==> src/mbrtu_pkg.sv <==
// Shared types and constants for the Modbus RTU slave frame engine.
// No dependencies.
package mbrtu_pkg;

  localparam logic [15:0] CRC_POLY = 16'hA001;
  localparam logic [15:0] CRC_INIT = 16'hFFFF;
  localparam logic [7:0]  MAX_UNIT = 8'd247;
  localparam logic [7:0]  FN_READ  = 8'h03;
  localparam logic [7:0]  FN_WRITE = 8'h06;
  localparam logic [7:0]  EXC_FLAG = 8'h80;
  localparam logic [7:0]  EXC_FUNC = 8'h01;
  localparam logic [7:0]  EXC_ADDR = 8'h02;
  localparam logic [7:0]  EXC_VAL  = 8'h03;

  localparam logic CFG_UNIT = 1'b0;
  localparam logic CFG_BASE = 1'b1;

  typedef enum logic [3:0] {
    ST_RX, ST_CHECK, ST_SCAN, ST_WRITE, ST_HDR, ST_RD_ADDR, ST_RD_HI, ST_RD_LO,
    ST_CRC_LO, ST_CRC_HI
  } state_t;

  // response kinds
  typedef enum logic [2:0] {
    RSP_NONE, RSP_FAULT, RSP_READ, RSP_ECHO, RSP_WRITE_ONLY
  } rsp_t;

  // controller -> datapath
  typedef struct packed {
    logic       take_byte;   // accepted input byte
    logic       frame_end;   // clear count and crc
    logic       load_addr;   // start address into walker
    logic       step_addr;   // walker advance
    logic       store_wr;
    logic       crc_clear_tx;
    logic       emit;        // load output register
    logic [2:0] emit_sel;    // which byte to send
    logic       emit_last;
  } cmd_t;

  // datapath -> controller
  typedef struct packed {
    rsp_t       rsp;
    logic       walk_bad;    // current walker address outside window
    logic       walk_done;
  } sts_t;

  localparam logic [2:0] SEL_UNIT  = 3'd0;
  localparam logic [2:0] SEL_FN    = 3'd1;
  localparam logic [2:0] SEL_B2    = 3'd2;
  localparam logic [2:0] SEL_HDR   = 3'd3;
  localparam logic [2:0] SEL_RDHI  = 3'd4;
  localparam logic [2:0] SEL_RDLO  = 3'd5;
  localparam logic [2:0] SEL_CRCLO = 3'd6;
  localparam logic [2:0] SEL_CRCHI = 3'd7;

  function automatic logic [15:0] crc_add(input logic [15:0] crc, input logic [7:0] b);
    logic [15:0] c;
    c = crc ^ {8'h00, b};
    for (int k = 0; k < 8; k++) begin
      c = c[0] ? ((c >> 1) ^ CRC_POLY) : (c >> 1);
    end
    return c;
  endfunction

endpackage

==> src/mbrtu_ram.sv <==
// Generic single-port RAM with registered read.
// No dependencies.
module mbrtu_ram #(
  parameter int WIDTH = 16,
  parameter int DEPTH = 64,
  parameter int AW = (DEPTH > 1) ? $clog2(DEPTH) : 1
) (
  input  logic             clk,
  input  logic             we,
  input  logic [AW-1:0]    addr,
  input  logic [WIDTH-1:0] wdata,
  output logic [WIDTH-1:0] rdata
);
  logic [WIDTH-1:0] mem [DEPTH];
  always_ff @(posedge clk) begin
    if (we) mem[addr] <= wdata;
    rdata <= mem[addr];
  end
endmodule

==> src/mbrtu_ctrl.sv <==
// Controller state machine of the frame engine.
// Depends on mbrtu_pkg.
module mbrtu_ctrl (
  input  logic                 clk,
  input  logic                 rst_n,
  input  logic                 in_fire,
  input  logic                 in_last,
  input  logic                 out_free,
  input  logic                 out_full,
  input  logic                 clr_busy,
  input  mbrtu_pkg::sts_t      sts,
  output logic                 in_ok,
  output mbrtu_pkg::cmd_t      cmd
);
  mbrtu_pkg::state_t st_r, st_nxt;
  logic [2:0] idx_r, idx_nxt;

  always_ff @(posedge clk) begin
    if (!rst_n) begin
      st_r  <= mbrtu_pkg::ST_RX;
      idx_r <= '0;
    end else begin
      st_r  <= st_nxt;
      idx_r <= idx_nxt;
    end
  end

  always_comb begin
    st_nxt = st_r;
    idx_nxt = idx_r;
    cmd = '0;
    in_ok = 1'b0;
    unique case (st_r)
      mbrtu_pkg::ST_RX: begin
        // hold off requests until the last response byte has gone out
        in_ok = !clr_busy && !out_full;
        cmd.take_byte = in_fire;
        if (in_fire && in_last) st_nxt = mbrtu_pkg::ST_CHECK;
      end
      mbrtu_pkg::ST_CHECK: begin
        cmd.frame_end = 1'b1;
        cmd.load_addr = 1'b1;
        cmd.crc_clear_tx = 1'b1;
        idx_nxt = '0;
        unique case (sts.rsp)
          mbrtu_pkg::RSP_FAULT, mbrtu_pkg::RSP_ECHO: st_nxt = mbrtu_pkg::ST_HDR;
          mbrtu_pkg::RSP_READ: st_nxt = mbrtu_pkg::ST_SCAN;
          mbrtu_pkg::RSP_WRITE_ONLY: st_nxt = mbrtu_pkg::ST_WRITE;
          default: st_nxt = mbrtu_pkg::ST_RX;
        endcase
      end
      mbrtu_pkg::ST_SCAN: begin
        // walk the read range once to find an out-of-window register
        cmd.step_addr = 1'b1;
        if (sts.walk_bad) begin
          st_nxt = mbrtu_pkg::ST_HDR;
        end else if (sts.walk_done) begin
          cmd.load_addr = 1'b1;
          cmd.step_addr = 1'b0;
          st_nxt = mbrtu_pkg::ST_HDR;
        end
      end
      mbrtu_pkg::ST_WRITE: begin
        cmd.store_wr = 1'b1;
        st_nxt = mbrtu_pkg::ST_RX;
      end
      mbrtu_pkg::ST_HDR: begin
        if (out_free) begin
          cmd.emit = 1'b1;
          cmd.emit_sel = (idx_r == 3'd0) ? mbrtu_pkg::SEL_UNIT :
                         (idx_r == 3'd1) ? mbrtu_pkg::SEL_FN :
                         (idx_r == 3'd2) ? mbrtu_pkg::SEL_B2 : mbrtu_pkg::SEL_HDR;
          idx_nxt = idx_r + 3'd1;
          if (sts.rsp == mbrtu_pkg::RSP_ECHO) begin
            if (idx_r == 3'd0) cmd.store_wr = 1'b1;
            if (idx_r == 3'd5) st_nxt = mbrtu_pkg::ST_CRC_LO;
          end else if (idx_r == 3'd2) begin
            st_nxt = (sts.rsp == mbrtu_pkg::RSP_READ && !sts.walk_bad) ?
                     mbrtu_pkg::ST_RD_ADDR : mbrtu_pkg::ST_CRC_LO;
          end
        end
      end
      mbrtu_pkg::ST_RD_ADDR: begin
        // store read of the walker address lands in the next cycle
        st_nxt = mbrtu_pkg::ST_RD_HI;
      end
      mbrtu_pkg::ST_RD_HI: begin
        if (out_free) begin
          cmd.emit = 1'b1;
          cmd.emit_sel = mbrtu_pkg::SEL_RDHI;
          st_nxt = mbrtu_pkg::ST_RD_LO;
        end
      end
      mbrtu_pkg::ST_RD_LO: begin
        if (out_free) begin
          cmd.emit = 1'b1;
          cmd.emit_sel = mbrtu_pkg::SEL_RDLO;
          cmd.step_addr = 1'b1;
          st_nxt = sts.walk_done ? mbrtu_pkg::ST_CRC_LO : mbrtu_pkg::ST_RD_ADDR;
        end
      end
      mbrtu_pkg::ST_CRC_LO: begin
        if (out_free) begin
          cmd.emit = 1'b1;
          cmd.emit_sel = mbrtu_pkg::SEL_CRCLO;
          st_nxt = mbrtu_pkg::ST_CRC_HI;
        end
      end
      mbrtu_pkg::ST_CRC_HI: begin
        if (out_free) begin
          cmd.emit = 1'b1;
          cmd.emit_sel = mbrtu_pkg::SEL_CRCHI;
          cmd.emit_last = 1'b1;
          st_nxt = mbrtu_pkg::ST_RX;
        end
      end
      default: st_nxt = mbrtu_pkg::ST_RX;
    endcase
  end
endmodule

==> src/mbrtu_dp.sv <==
// Datapath: receive CRC, header capture, request decode, address walker,
// holding store and response byte register. Depends on mbrtu_pkg, mbrtu_ram.
module mbrtu_dp #(
  parameter int MAX_REGISTERS = 16,
  parameter int MAX_FRAME     = 64,
  parameter int STORE_DEPTH   = 64
) (
  input  logic              clk,
  input  logic              rst_n,
  input  logic [7:0]        in_byte,
  input  logic [7:0]        own_unit_id,
  input  logic [15:0]       window_base,
  input  mbrtu_pkg::cmd_t   cmd,
  input  logic              out_take,
  output mbrtu_pkg::sts_t   sts,
  output logic              out_full,
  output logic [7:0]        out_byte,
  output logic              out_last,
  output logic              clr_busy
);
  localparam int AW = (STORE_DEPTH > 1) ? $clog2(STORE_DEPTH) : 1;
  localparam int QW = $clog2(MAX_REGISTERS + 1);

  logic [15:0] rx_crc_r;
  logic [6:0]  cnt_r;
  logic [7:0]  hdr_r [6];
  logic [15:0] tx_crc_r;
  logic [16:0] walk_r;      // current register address
  logic [QW-1:0] left_r;    // registers still to go
  mbrtu_pkg::rsp_t rsp_r;
  logic [7:0]  code_r;
  logic [7:0]  ob_r;
  logic        ol_r, ov_r;
  logic [AW:0] clr_r;
  logic [15:0] rdata;

  logic [15:0] addr, val;
  logic [16:0] off;
  logic        in_win;
  logic        unit_ok, bc, len_ok, is_rw, len8;
  logic        qty_bad;
  logic [7:0]  eb;
  logic [2:0]  walk_idx;
  logic [2:0]  echo_cnt_r;
  mbrtu_pkg::rsp_t rsp_dec;
  logic        walk_bad, walk_done;

  assign addr = {hdr_r[2], hdr_r[3]};
  assign val  = {hdr_r[4], hdr_r[5]};
  assign off  = walk_r - {1'b0, window_base};
  assign in_win = (walk_r >= {1'b0, window_base}) && (off < 17'(STORE_DEPTH));

  always_comb begin
    mbrtu_pkg::rsp_t r;
    unit_ok = (own_unit_id != 8'd0) && (own_unit_id <= mbrtu_pkg::MAX_UNIT);
    len_ok  = (cnt_r >= 7'd4) && (cnt_r <= 7'(MAX_FRAME)) && (rx_crc_r == 16'd0);
    bc      = (hdr_r[0] == 8'd0);
    is_rw   = (hdr_r[1] == mbrtu_pkg::FN_READ) || (hdr_r[1] == mbrtu_pkg::FN_WRITE);
    len8    = (cnt_r == 7'd8);
    qty_bad = (val == 16'd0) || (val > 16'(MAX_REGISTERS)) ||
              ({1'b0, addr} + {1'b0, val} > 17'h10000);
    r = mbrtu_pkg::RSP_NONE;
    if (unit_ok && len_ok && (bc || hdr_r[0] == own_unit_id)) begin
      if (!is_rw) begin
        r = bc ? mbrtu_pkg::RSP_NONE : mbrtu_pkg::RSP_FAULT;
      end else if (!len8) begin
        r = bc ? mbrtu_pkg::RSP_NONE : mbrtu_pkg::RSP_FAULT;
      end else if (hdr_r[1] == mbrtu_pkg::FN_READ) begin
        r = bc ? mbrtu_pkg::RSP_NONE : (qty_bad ? mbrtu_pkg::RSP_FAULT : mbrtu_pkg::RSP_READ);
      end else begin
        // window check of the write address happens on the walker
        r = bc ? mbrtu_pkg::RSP_WRITE_ONLY : mbrtu_pkg::RSP_ECHO;
      end
    end
    rsp_dec = (rsp_r == mbrtu_pkg::RSP_NONE) ? r : rsp_r;
  end

  // decoded kind is held from CHECK onward
  logic [7:0] code_nxt;
  always_comb begin
    code_nxt = mbrtu_pkg::EXC_FUNC;
    if (is_rw && !len8) code_nxt = mbrtu_pkg::EXC_VAL;
    else if (hdr_r[1] == mbrtu_pkg::FN_READ) code_nxt = qty_bad ? mbrtu_pkg::EXC_VAL
                                                                : mbrtu_pkg::EXC_ADDR;
    else if (hdr_r[1] == mbrtu_pkg::FN_WRITE) code_nxt = mbrtu_pkg::EXC_ADDR;
  end

  assign walk_bad  = !in_win &&
                     (rsp_r == mbrtu_pkg::RSP_READ || rsp_r == mbrtu_pkg::RSP_FAULT);
  assign walk_done = (left_r <= QW'(1));
  assign sts = '{rsp: rsp_dec, walk_bad: walk_bad, walk_done: walk_done};

  // writes of function 6: out-of-window address turns echo into fault / no-op
  logic wr_ok;
  assign wr_ok = in_win;

  always_ff @(posedge clk) begin
    if (!rst_n) begin
      rx_crc_r <= mbrtu_pkg::CRC_INIT;
      cnt_r    <= '0;
      rsp_r    <= mbrtu_pkg::RSP_NONE;
      ov_r     <= 1'b0;
      clr_r    <= '0;
    end else begin
      if (clr_r != (AW+1)'(STORE_DEPTH)) clr_r <= clr_r + (AW+1)'(1);
      if (cmd.take_byte) begin
        rx_crc_r <= mbrtu_pkg::crc_add(rx_crc_r, in_byte);
        if (cnt_r != 7'd127) cnt_r <= cnt_r + 7'd1;
      end
      if (cmd.frame_end) begin
        rx_crc_r <= mbrtu_pkg::CRC_INIT;
        cnt_r    <= '0;
      end
      if (cmd.load_addr && cmd.frame_end) begin
        rsp_r <= rsp_dec;
      end else if (cmd.step_addr && walk_bad) begin
        rsp_r <= mbrtu_pkg::RSP_FAULT;
      end
      if (cmd.emit_last || (cmd.store_wr && rsp_r == mbrtu_pkg::RSP_WRITE_ONLY))
        rsp_r <= mbrtu_pkg::RSP_NONE;
      if (rsp_r == mbrtu_pkg::RSP_ECHO && !wr_ok && !cmd.frame_end)
        rsp_r <= mbrtu_pkg::RSP_FAULT;
      if (cmd.emit) ov_r <= 1'b1;
      else if (out_take) ov_r <= 1'b0;
    end
  end

  always_ff @(posedge clk) begin
    if (cmd.take_byte && cnt_r < 7'd6) hdr_r[cnt_r[2:0]] <= in_byte;
    if (cmd.frame_end) code_r <= code_nxt;
    if (cmd.load_addr) begin
      walk_r <= {1'b0, addr};
      left_r <= QW'(val > 16'(MAX_REGISTERS) ? 16'd0 : val);
    end else if (cmd.step_addr) begin
      walk_r <= walk_r + 17'd1;
      left_r <= left_r - QW'(1);
    end
    // the CRC bytes themselves are not folded in
    if (cmd.crc_clear_tx) tx_crc_r <= mbrtu_pkg::CRC_INIT;
    else if (cmd.emit && cmd.emit_sel != mbrtu_pkg::SEL_CRCLO &&
             cmd.emit_sel != mbrtu_pkg::SEL_CRCHI)
      tx_crc_r <= mbrtu_pkg::crc_add(tx_crc_r, eb);
    if (cmd.emit) begin
      ob_r <= eb;
      ol_r <= cmd.emit_last;
    end
  end

  always_comb begin
    case (cmd.emit_sel)
      mbrtu_pkg::SEL_UNIT:  eb = (rsp_r == mbrtu_pkg::RSP_ECHO) ? hdr_r[0] : own_unit_id;
      mbrtu_pkg::SEL_FN:    eb = (rsp_r == mbrtu_pkg::RSP_FAULT) ?
                                 (hdr_r[1] | mbrtu_pkg::EXC_FLAG) : hdr_r[1];
      mbrtu_pkg::SEL_B2:    eb = (rsp_r == mbrtu_pkg::RSP_FAULT) ? code_r :
                                 (rsp_r == mbrtu_pkg::RSP_READ) ? {hdr_r[5][6:0], 1'b0} : hdr_r[2];
      mbrtu_pkg::SEL_HDR:   eb = hdr_r[3'(walk_idx)];
      mbrtu_pkg::SEL_RDHI:  eb = rdata[15:8];
      mbrtu_pkg::SEL_RDLO:  eb = rdata[7:0];
      mbrtu_pkg::SEL_CRCLO: eb = tx_crc_r[7:0];
      default:              eb = tx_crc_r[15:8];
    endcase
  end

  // echo index follows emitted count: header emission counts 0..5
  always_ff @(posedge clk) begin
    if (cmd.crc_clear_tx) echo_cnt_r <= '0;
    else if (cmd.emit) echo_cnt_r <= echo_cnt_r + 3'd1;
  end
  assign walk_idx = echo_cnt_r;

  logic        ram_we;
  logic [AW-1:0] ram_a;
  logic [15:0] ram_wd;
  assign clr_busy = (clr_r != (AW+1)'(STORE_DEPTH));
  always_comb begin
    if (clr_busy) begin
      ram_we = 1'b1;
      ram_a  = clr_r[AW-1:0];
      ram_wd = 16'd0;
    end else begin
      ram_we = cmd.store_wr && wr_ok &&
               (rsp_r == mbrtu_pkg::RSP_ECHO || rsp_r == mbrtu_pkg::RSP_WRITE_ONLY);
      ram_a  = off[AW-1:0];
      ram_wd = val;
    end
  end

  mbrtu_ram #(.WIDTH(16), .DEPTH(STORE_DEPTH)) u_store (
    .clk(clk), .we(ram_we), .addr(ram_a), .wdata(ram_wd), .rdata(rdata)
  );

  assign out_full = ov_r;
  assign out_byte = ob_r;
  assign out_last = ol_r;
endmodule

==> src/modbus_rtu_slave_frame_engine.sv <==
// Modbus RTU slave (function 3 / function 6) frame engine, top level.
// Depends on mbrtu_pkg, mbrtu_ctrl, mbrtu_dp, mbrtu_ram.
//
// Usage: request bytes enter on in_* one transfer at a time, in_tlast on the
// final byte of a frame. Bytes are taken back to back while the engine is
// receiving. After the final byte the engine checks the frame, then for a
// read walks the requested range (one register per cycle) and streams the
// response on out_*, tlast on the last CRC byte. Each read register is a
// store read followed by its high and low bytes. No new request byte is
// taken until the response has gone out. The output register holds its
// transfer while out_tready is low and the engine waits. After reset the
// holding store is cleared by a pass over all its words, during which no
// request byte is taken; configuration writes are taken at any time.
module modbus_rtu_slave_frame_engine #(
  parameter int MAX_REGISTERS = 16,
  parameter int MAX_FRAME     = 64,
  parameter int STORE_DEPTH   = 64
) (
  input  logic        clk,
  input  logic        rst_n,
  input  logic        in_tvalid,
  output logic        in_tready,
  input  logic [7:0]  in_tdata,   // [7:0] in_byte
  input  logic        in_tlast,
  output logic        out_tvalid,
  input  logic        out_tready,
  output logic [7:0]  out_tdata,  // [7:0] out_byte
  output logic        out_tlast,
  input  logic        cfg_we,
  input  logic        cfg_index,
  input  logic [15:0] cfg_wdata
);
  logic [7:0]  own_unit_r;
  logic [15:0] base_r;
  mbrtu_pkg::cmd_t cmd;
  mbrtu_pkg::sts_t sts;
  logic in_ok, clr_busy, out_full, in_fire, out_take;

  always_ff @(posedge clk) begin
    if (!rst_n) begin
      own_unit_r <= 8'd1;
      base_r     <= 16'd0;
    end else if (cfg_we) begin
      unique case (cfg_index)
        mbrtu_pkg::CFG_UNIT: own_unit_r <= cfg_wdata[7:0];
        mbrtu_pkg::CFG_BASE: base_r <= cfg_wdata;
        default: ;
      endcase
    end
  end

  assign in_tready = in_ok;
  assign in_fire   = in_tvalid && in_ok;
  assign out_take  = out_tvalid && out_tready;
  assign out_tvalid = out_full;

  mbrtu_ctrl u_ctrl (
    .clk(clk), .rst_n(rst_n), .in_fire(in_fire), .in_last(in_tlast),
    .out_free(!out_full || out_tready), .out_full(out_full), .clr_busy(clr_busy),
    .sts(sts), .in_ok(in_ok), .cmd(cmd)
  );

  mbrtu_dp #(
    .MAX_REGISTERS(MAX_REGISTERS), .MAX_FRAME(MAX_FRAME), .STORE_DEPTH(STORE_DEPTH)
  ) u_dp (
    .clk(clk), .rst_n(rst_n), .in_byte(in_tdata), .own_unit_id(own_unit_r),
    .window_base(base_r), .cmd(cmd), .out_take(out_take), .sts(sts),
    .out_full(out_full), .out_byte(out_tdata), .out_last(out_tlast),
    .clr_busy(clr_busy)
  );

  a_no_in_while_out: assert property (@(posedge clk) disable iff (!rst_n)
    out_tvalid |-> !in_tready) else $error("input taken during response");
  a_hold: assert property (@(posedge clk) disable iff (!rst_n)
    (out_tvalid && !out_tready) |=> $stable(out_tdata)) else $error("output changed");
  a_clear: assert property (@(posedge clk) disable iff (!rst_n)
    clr_busy |-> !in_tready) else $error("input during clear");
endmodule
==> config.mk <==
export PLATFORM = sky130hd
export DESIGN_NAME = modbus_rtu_slave_frame_engine
export DESIGN_NICKNAME = d
export VERILOG_FILES = /design/src/mbrtu_pkg.sv /design/src/mbrtu_ram.sv /design/src/mbrtu_ctrl.sv /design/src/mbrtu_dp.sv /design/src/modbus_rtu_slave_frame_engine.sv
export SDC_FILE = /design/constraint.sdc
export NUM_CORES = 1
export LEC_CHECK = 0
export BUFFER_PORTS_ARGS = -buffer_cell sky130_fd_sc_hd__buf_2
export CORE_MARGIN = 4
export CORE_UTILIZATION = 40
export DETAILED_ROUTE_END_ITERATION = 10
export MAX_ROUTING_LAYER = met4
export PLACE_DENSITY = 0.67
export SLEW_MARGIN = 20
export SYNTH_ARGS = -nofsm -noshare
export SYNTH_HDL_FRONTEND = slang
export SYNTH_SLANG_ARGS = --single-unit
==> constraint.sdc <==
create_clock -name clk -period 9.15 [get_ports clk]
set_input_delay 0.4575 -clock clk [delete_from_list [all_inputs] [get_ports clk]]
set_output_delay 0.4575 -clock clk [all_outputs]
set_load 0.02 [all_outputs]
==> results by group, run 1 <==
Place
  – Port Buf Inserts: 41
  – DP HPWL: 79200 um
  – Placed instance area: 51100 um2
  – Dpl ws: 3.89 ns
  – Routability cong.: 0.919

Route
  – Final ANT Viol Nets: 0
  – Via count: 30.2k
  – Total routed wirelength: 135000 um
  – # DRC: 0
  – Iter 0 DRT Violations: 3761
  – Routed len/inst: 27.0 um
  – DR vias/cell: 6.06
  – Pre-Repair DR Iteration Count: 6

Power
  – Max IR drop VDD: 0.183 mV
  – PwrDens: 208 nW/um2
  – P_sw: 0.00251 W
  – Sequential Power Share: 53.8%
  – Comb pwr share: 4.8%
  – Switch share: 22.0%
  – P_int: 0.00891 W
  – Clock network fraction of total power: 41.4%
  – Total power: 0.0114 W
  – Lkg Pwr: 18.9 nW

Timing
  – Period utilisation layout: 57.9%
  – Max-slew violations: 0
  – Worst rel slew slack: 27.1%
  – RSZ-0062 raised after global routing: no
  – Finish-stage setup viols: 0
  – Endpoints failing hold: 0
  – Setup TNS: 0 ns
  – Worst-Margin Slew: 1.08 ns
  – Final worst setup slack: 3.86 ns
  – Tmin final: 5.29 ns
  – Post-Route Skew: 0.0636 ns
  – Fmax: 189 MHz

Critical path
  – Critical path peak fanout: 12
  – CP bufs+invs: 1
  – Slowest-stage cell, CP: o31ai_1
  – CP required: 9.56 ns
  – Sequence of cells on the critical path: ha_1 -> nor2b_1 -> o31ai_1 -> a211oi_1 -> or2_0 -> a2111oi_0 -> a211oi_1 -> nor4b_1 -> a31oi_1 -> nand2b_1 -> nor2_1 -> buf_4
  – CP max stage delay: 0.61 ns
  – WS Path Type: reg2reg
  – CP most frequent cell: a211oi_1
  – Critical path startpoint category: register
  – Critical path's top delay family: simple AND/OR/NAND/NOR gates
  – WP data arrival: 5.70 ns
  – CP endpoint kind: register

Synth
  – Top cells by count, synth: edfxtp_1 (1120), a22oi_1 (268), nand2_1 (178)
  – Syn Inst Count: 3183
  – Seq cells post-synth: 1224
  – Register area share after synthesis: 73.4%
  – YS warnings: 0
  – Dominant synthesized flop cell: edfxtp_1
  – Top cell type's share of synthesized area: 69.2%
  – Post-Syn Area: 48600 um2
  – Post-synth EDFFs: 1120
  – Dominant cells by area after synthesis: edfxtp_1 (69%), dfxtp_1 (4.3%), a22oi_1 (4.1%)
  – Avg Cell Area, Syn: 15.3 um2
  – Async set-reset flop share out of synthesis: 0%
  – Top-count cell post-synth: edfxtp_1
  – Synth cell types: 88
  – Cell taking the most area after synthesis: edfxtp_1

GRT
  – First-pass GRT wire length: 196000 um
  – Vias in the first global route: 28.8k
  – Largest net degree at the start of global routing: 130
  – Initial antenna violation count: 0
  – GR Overflow Total: 0
  – Global-route usage over all layers: 21.2%

Floorplan
  – FP Rows: 127
  – Total core area: 120000 um2
  – Die Wd: 357 um
  – Die height: 357 um
  – Initial core utilization: 40.4%
  – I/O pin count: 42
  – Die area: 127000 um2

CTS
  – CTS clk-pin slew, worst paths: 0.06 ns
  – Clock sinks: 1224
  – Clock Path Buffers: 3
  – CTS tree: built
  – Worst-Skew Late Latency: 0.73 ns
  – H-tree Lvls: 3
  – Num CTS Buffers: 116
  – Post-CTS setup buffers: 0
  – Root Driver: clkbuf_16
  – Post-cts gate resize count: 0

Finish
  – Util after Layout: 45.7%
  – Ant. Diodes: 0
  – Post-route cell area: 54900 um2
  – Area grow syn2layout: 13.0%
  – Layout cells sized above 1: 11.6%
  – Layout Nets: 3355

Flow run
  – Max-cap violation count: 0

Status
  – Status: finished clean

Min path
  – Min-Delay Path Class: in2reg
## routing by layer
| metal | global-route usage (%) | wire [um] |
|---|---|---|
| met5 | - | 0 |
| met4 | 8.05 | 5670 |
| met3 | 3.60 | 12400 |
| met2 | 32.7 | 62500 |
| met1 | 28.4 | 54000 |
## flip-flops by register name, summed over array words and instances, names as in the netlist, 8 cells and up, named ones only
register,cells
u_dp.tx_crc_r,16
base_r,16
own_unit_r,8
u_dp.u_store.mem,1024
u_dp.hdr_r,64
u_dp.walk_r,17
u_dp.out_byte,8
u_dp.u_store.rdata,16
u_dp.rx_crc_r,16
## placed cells by master, fill, tap and decap left out, types with 11 or more instances in the layout
cell and instances:
nor2_1 135, edfxtp_1 1120, buf_4 95, inv_1 48
a31oi_1 108, clkinv_1 35, and3_1 11, nor2b_1 14
nand3_1 53, a21oi_1 72, dfxtp_1 104, nand2_1 178
clkbuf_16 117, a22o_1 124, a211oi_1 15, o21ai_0 42
a21o_1 18, nand2b_1 26, o22ai_1 12, a221oi_1 129
nor4_1 43, nor3_1 33, clkinv_2 21, and2_2 12
a22oi_1 268, nand4_1 43, xnor2_1 45, xor2_1 40
clkbuf_1 20, o211ai_1 29, mux2_2 14, mux2i_1 28
buf_2 41, conb_1 16, ha_1 44
## worst min-delay path, stage by stage
cell	delay, ns
buf_2	0.10
nand2_1	0.07
a21oi_1	0.06
## power by group through the flow
stage | Clock (W) | Sequential [W] | Combinational (W)
2_1_floorplan | 0 | 0.00624 | 0.000361
3_3_place_gp | 0 | 0.00626 | 0.000536
3_5_place_dp | 0 | 0.00626 | 0.000541
4_1_cts | 0.00478 | 0.00614 | 0.000547
5_1_grt | 0.00502 | 0.00615 | 0.000588
6_report | 0.00473 | 0.00614 | 0.000550
## path summary, 6_finish.rpt
kind / from / depth (start not counted) / to / slack (ns)
worst max register to register: u_dp.walk_r[1] / 12 / u_dp.u_store.mem[47][6] / 3.86
worst min-delay path: cfg_wdata[10] / 3 / base_r[10] / 0.04
worst min register to register: base_r[4] / 2 / base_r[4] / 0.46
worst max-delay path: u_dp.walk_r[1] / 12 / u_dp.u_store.mem[47][6] / 3.86
## layout make-up
type | instances | area, um2
Fill cell | 10299 | 65400
Sequential cell | 1224 | 35700
Multi-Input combinational cell | 1738 | 12200
Clock buffer | 137 | 3000
Tap cell | 1612 | 2020
Timing Repair Buffer | 148 | 1100
Clock inverter | 79 | 722
Inverter | 50 | 188
## logic make-up (layout without fill, tap and decap cells)
family	count (synthesis)	count (layout)	share of synthesized area (%)
flops	1224	1224	73.4
fa+ha+maj	46	46	1.21
mux	52	52	1.36
other cells	1	16	0.00771
buf+inv	236	414	1.83
simple gates	623	623	6.27
xor+xnor	92	92	1.83
compound gates	909	909	14.0
## through the flow
step / std cells / hold WS [ns]
after floorplan: 3198 / 0.436
after detailed placement: 4766 / 0.449
after global placement: 4766 / 0.445
final: 4988 / 0.0393
after CTS: 4988 / 0.00417
after global routing: 4988 / 0.0269
## what timing repair did
action / CTS / global route
hold endpoints to repair: 6 / 0
endpoints found under the setup margin: 0 / 0
hold buffers: 6 / 0
Note: power is estimated with default switching activity, not from simulation.
==> run 2, diff against run 1 <==
--- a/config.mk
+++ b/config.mk
@@ -10,7 +10,7 @@
 export CORE_UTILIZATION = 40
 export DETAILED_ROUTE_END_ITERATION = 10
 export MAX_ROUTING_LAYER = met4
-export PLACE_DENSITY = 0.67
+export PLACE_DENSITY = 0.69
 export SLEW_MARGIN = 20
 export SYNTH_ARGS = -nofsm -noshare
 export SYNTH_HDL_FRONTEND = slang
==> constraint.sdc (replaced) <==
create_clock -name clk -period 4.61 [get_ports clk]
set_input_delay 0.2305 -clock clk [delete_from_list [all_inputs] [get_ports clk]]
set_output_delay 0.2305 -clock clk [all_outputs]
set_load 0.02 [all_outputs]
==> run 2 against run 1 <==
  * Clock skew increased by 0.036 ns
  * Largest power group unchanged
  * Sequential power is 99% higher
  * Highest routed layer unchanged
  * Non-clock buffer count is 149 higher
  * Combinational power increased by 120%
  * Sequential share of layout area shrank 2.4 points
  * Design area is 3.8% higher
  * Critical path depth increased by 2
==> results by group, run 2 (synthesis results as in run 1) <==
Floorplan
  – Die height: 357 um (unchanged)
  – Initial core utilization: 40.4% (unchanged)
  – I/O pin count: 42 (unchanged)
  – Die Wd: 357 um (unchanged)
  – Die area: 127000 um2 (unchanged)
  – FP Rows: 127 (unchanged)
  – Total core area: 120000 um2 (unchanged)

Critical path
  – Critical path startpoint category: register
  – CP max stage delay: 0.82 ns (+0.21 ns)
  – Critical path peak fanout: 43 (+31)
  – WS Path Type: reg2reg
  – WP data arrival: 5.00 ns (-0.70 ns)
  – CP required: 5.18 ns (-4.38 ns)
  – CP endpoint kind: register
  – Slowest-stage cell, CP: nor4_1
  – Sequence of cells on the critical path: inv_1 -> ha_1 -> or4b_2 -> nor3b_4 -> buf_4 -> mux2_2 -> nand2_1 -> nor2_4 -> buf_12 -> buf_4 -> a221oi_1 -> a31oi_1 -> nor4_1 -> nand2_1

Min path
  – Min-Delay Path Class: in2reg

GRT
  – GR Overflow Total: 0 (unchanged)
  – Largest net degree at the start of global routing: 65 (-50%)
  – First-pass GRT wire length: 203000 um (+3.6%)
  – Vias in the first global route: 29.9k (+3.7%)
  – Global-route usage over all layers: 22.1% (+0.89 points)
  – Initial antenna violation count: 0 (unchanged)

Timing
  – Min Hold Slack: 0.0807 ns (+0.0413 ns)
  – Finish-stage setup viols: 0 (unchanged)
  – RSZ-0062 raised after global routing: no
  – Post-Route Skew: 0.0995 ns (+0.0359 ns)
  – Max-slew violations: 0 (unchanged)
  – Tmin final: 4.44 ns (-0.858 ns)
  – Worst rel slew slack: 26.3% (-0.77 points)
  – Endpoints failing hold: 0 (unchanged)
  – Worst-Margin Slew: 1.10 ns (+0.0175 ns)
  – Final worst setup slack: 0.175 ns (-3.68 ns)
  – Period utilisation layout: 96.2% (+38 points)
  – Fmax: 225 MHz (+19%)

Place
  – Port Buf Inserts: 41 (unchanged)
  – Dpl ws: -0.217 ns (-4.11 ns)
  – DP HPWL: 88500 um (+12%)
  – Routability cong.: 0.928 (+0.97%)

Finish
  – Layout Nets: 3506 (+4.5%)
  – Most frequent cells in the layout: edfxtp_1 (1120), a22oi_1 (268), nand2_1 (178)
  – Most common cell after layout, fill and taps aside: edfxtp_1
  – Largest register FFs: 1024 (unchanged)
  – Register with the most flip-flops: u_dp.u_store.mem
  – Area grow syn2layout: 17.3%
  – Util after Layout: 47.4% (+1.8 points)
  – Layout cells sized above 1: 15.0% (+3.4 points)

Power
  – Lkg Pwr: 19.9 nW (+5.3%)
  – PwrDens: 407 nW/um2 (+96%)
  – Max IR drop VDD: 0.329 mV (+80%)

CTS
  – Worst-Skew Late Latency: 0.76 ns (+0.03 ns)
  – CTS tree: built
  – Root Driver: clkbuf_16
  – Clock Path Buffers: 3 (unchanged)
  – Clock sinks: 1224 (unchanged)
  – Num CTS Buffers: 118 (+1.7%)
  – CTS clk-pin slew, worst paths: 0.06 ns (about the same)
  – H-tree Lvls: 3 (unchanged)

Route
  – DR vias/cell: 6.07 (+0.29%)
  – Via count: 31.2k (+3.3%)
  – Routed len/inst: 27.3 um (+1.3%)
  – Final ANT Viol Nets: 0 (unchanged)
  – Pre-Repair DR Iteration Count: 6 (unchanged)
  – Iter 0 DRT Violations: 4557 (+21%)
  – # DRC: 0 (unchanged)
  – Total routed wirelength: 140000 um (+4.4%)

Flow run
  – Max-cap violation count: 0 (unchanged)

Status
  – Status: finished clean
-- run 2: timing repair --
item / in CTS / in global routing
endpoints found under the setup margin: 273 / 977
resized for setup: 4 / 6
pin swaps: 0 / 1
setup buffers: 0 / 2
hold endpoints to repair: 93 / 0
hold buffers: 32 / 0
-- run 2: final cells by class --
type / count / area [um2]
flip-flops and latches: 1224 / 35700
clock buffers: 148 / 3210
diodes: 1 / 2.50
repair buffers: 297 / 2940
multi-input cells: 1738 / 12200
inverters: 50 / 188
fillers: 10017 / 63200
clock inverters: 70 / 753
well taps: 1612 / 2020
-- run 2: report_power, final --
part	total, W	internal [W]	leakage (nW)	switching, W
registers	0.0122	0.0121	12.7	0.0000996
clock network	0.00981	0.00557	1.92	0.00424
logic	0.00123	0.000465	5.26	0.000766
total	0.0232	0.0181	19.9	0.00511
-- run 2: metal layers --
| layer | global-route usage (%) | vias to the layer above | part of all wire (%) |
|---|---|---|---|
| met5 | - | - | 0 |
| met4 | 7.35 | 0 | 3.5 |
| met3 | 4.12 | 264 | 11 |
| met2 | 34.4 | 1923 | 47 |
| met1 | 29.6 | 15625 | 39 |
| li1 | - | 13403 | - |
-- run 2: final timing paths --
check                                   start                    end  slack [ns]  depth (start not counted)
worst min-delay path                   cfg_we          own_unit_r[7]        0.08                          4
worst max register to register  u_dp.clr_r[0]  u_dp.u_store.rdata[9]        0.17                         14
worst max-delay path            u_dp.clr_r[0]  u_dp.u_store.rdata[9]        0.17                         14
worst min register to register     base_r[11]             base_r[11]        0.46                          2
-- run 2: through the flow --
stage	TNS [ns]	cell area (um2)	total power (W)	std cells
2_1_floorplan	0	48700	0.0131	3198
3_3_place_gp	-42.82	52700	0.0136	4887
3_5_place_dp	-47.11	52700	0.0136	4887
4_1_cts	0	57000	0.0233	5137
5_1_grt	0	57000	0.0239	5139
6_report	0	57000	0.0232	5140
-- run 2: critical path, delay by kind of cell, from the launching register on --
kind / cells / cell delay (ns)
AND/OR/NAND/NOR: 6 / 2.08
buffers and inverters: 4 / 0.79
AO/OA/AOI/OAI: 2 / 0.53
multiplexers: 1 / 0.38
flip-flops: 1 / 0.34
adder cells (fa/ha/maj): 1 / 0.16
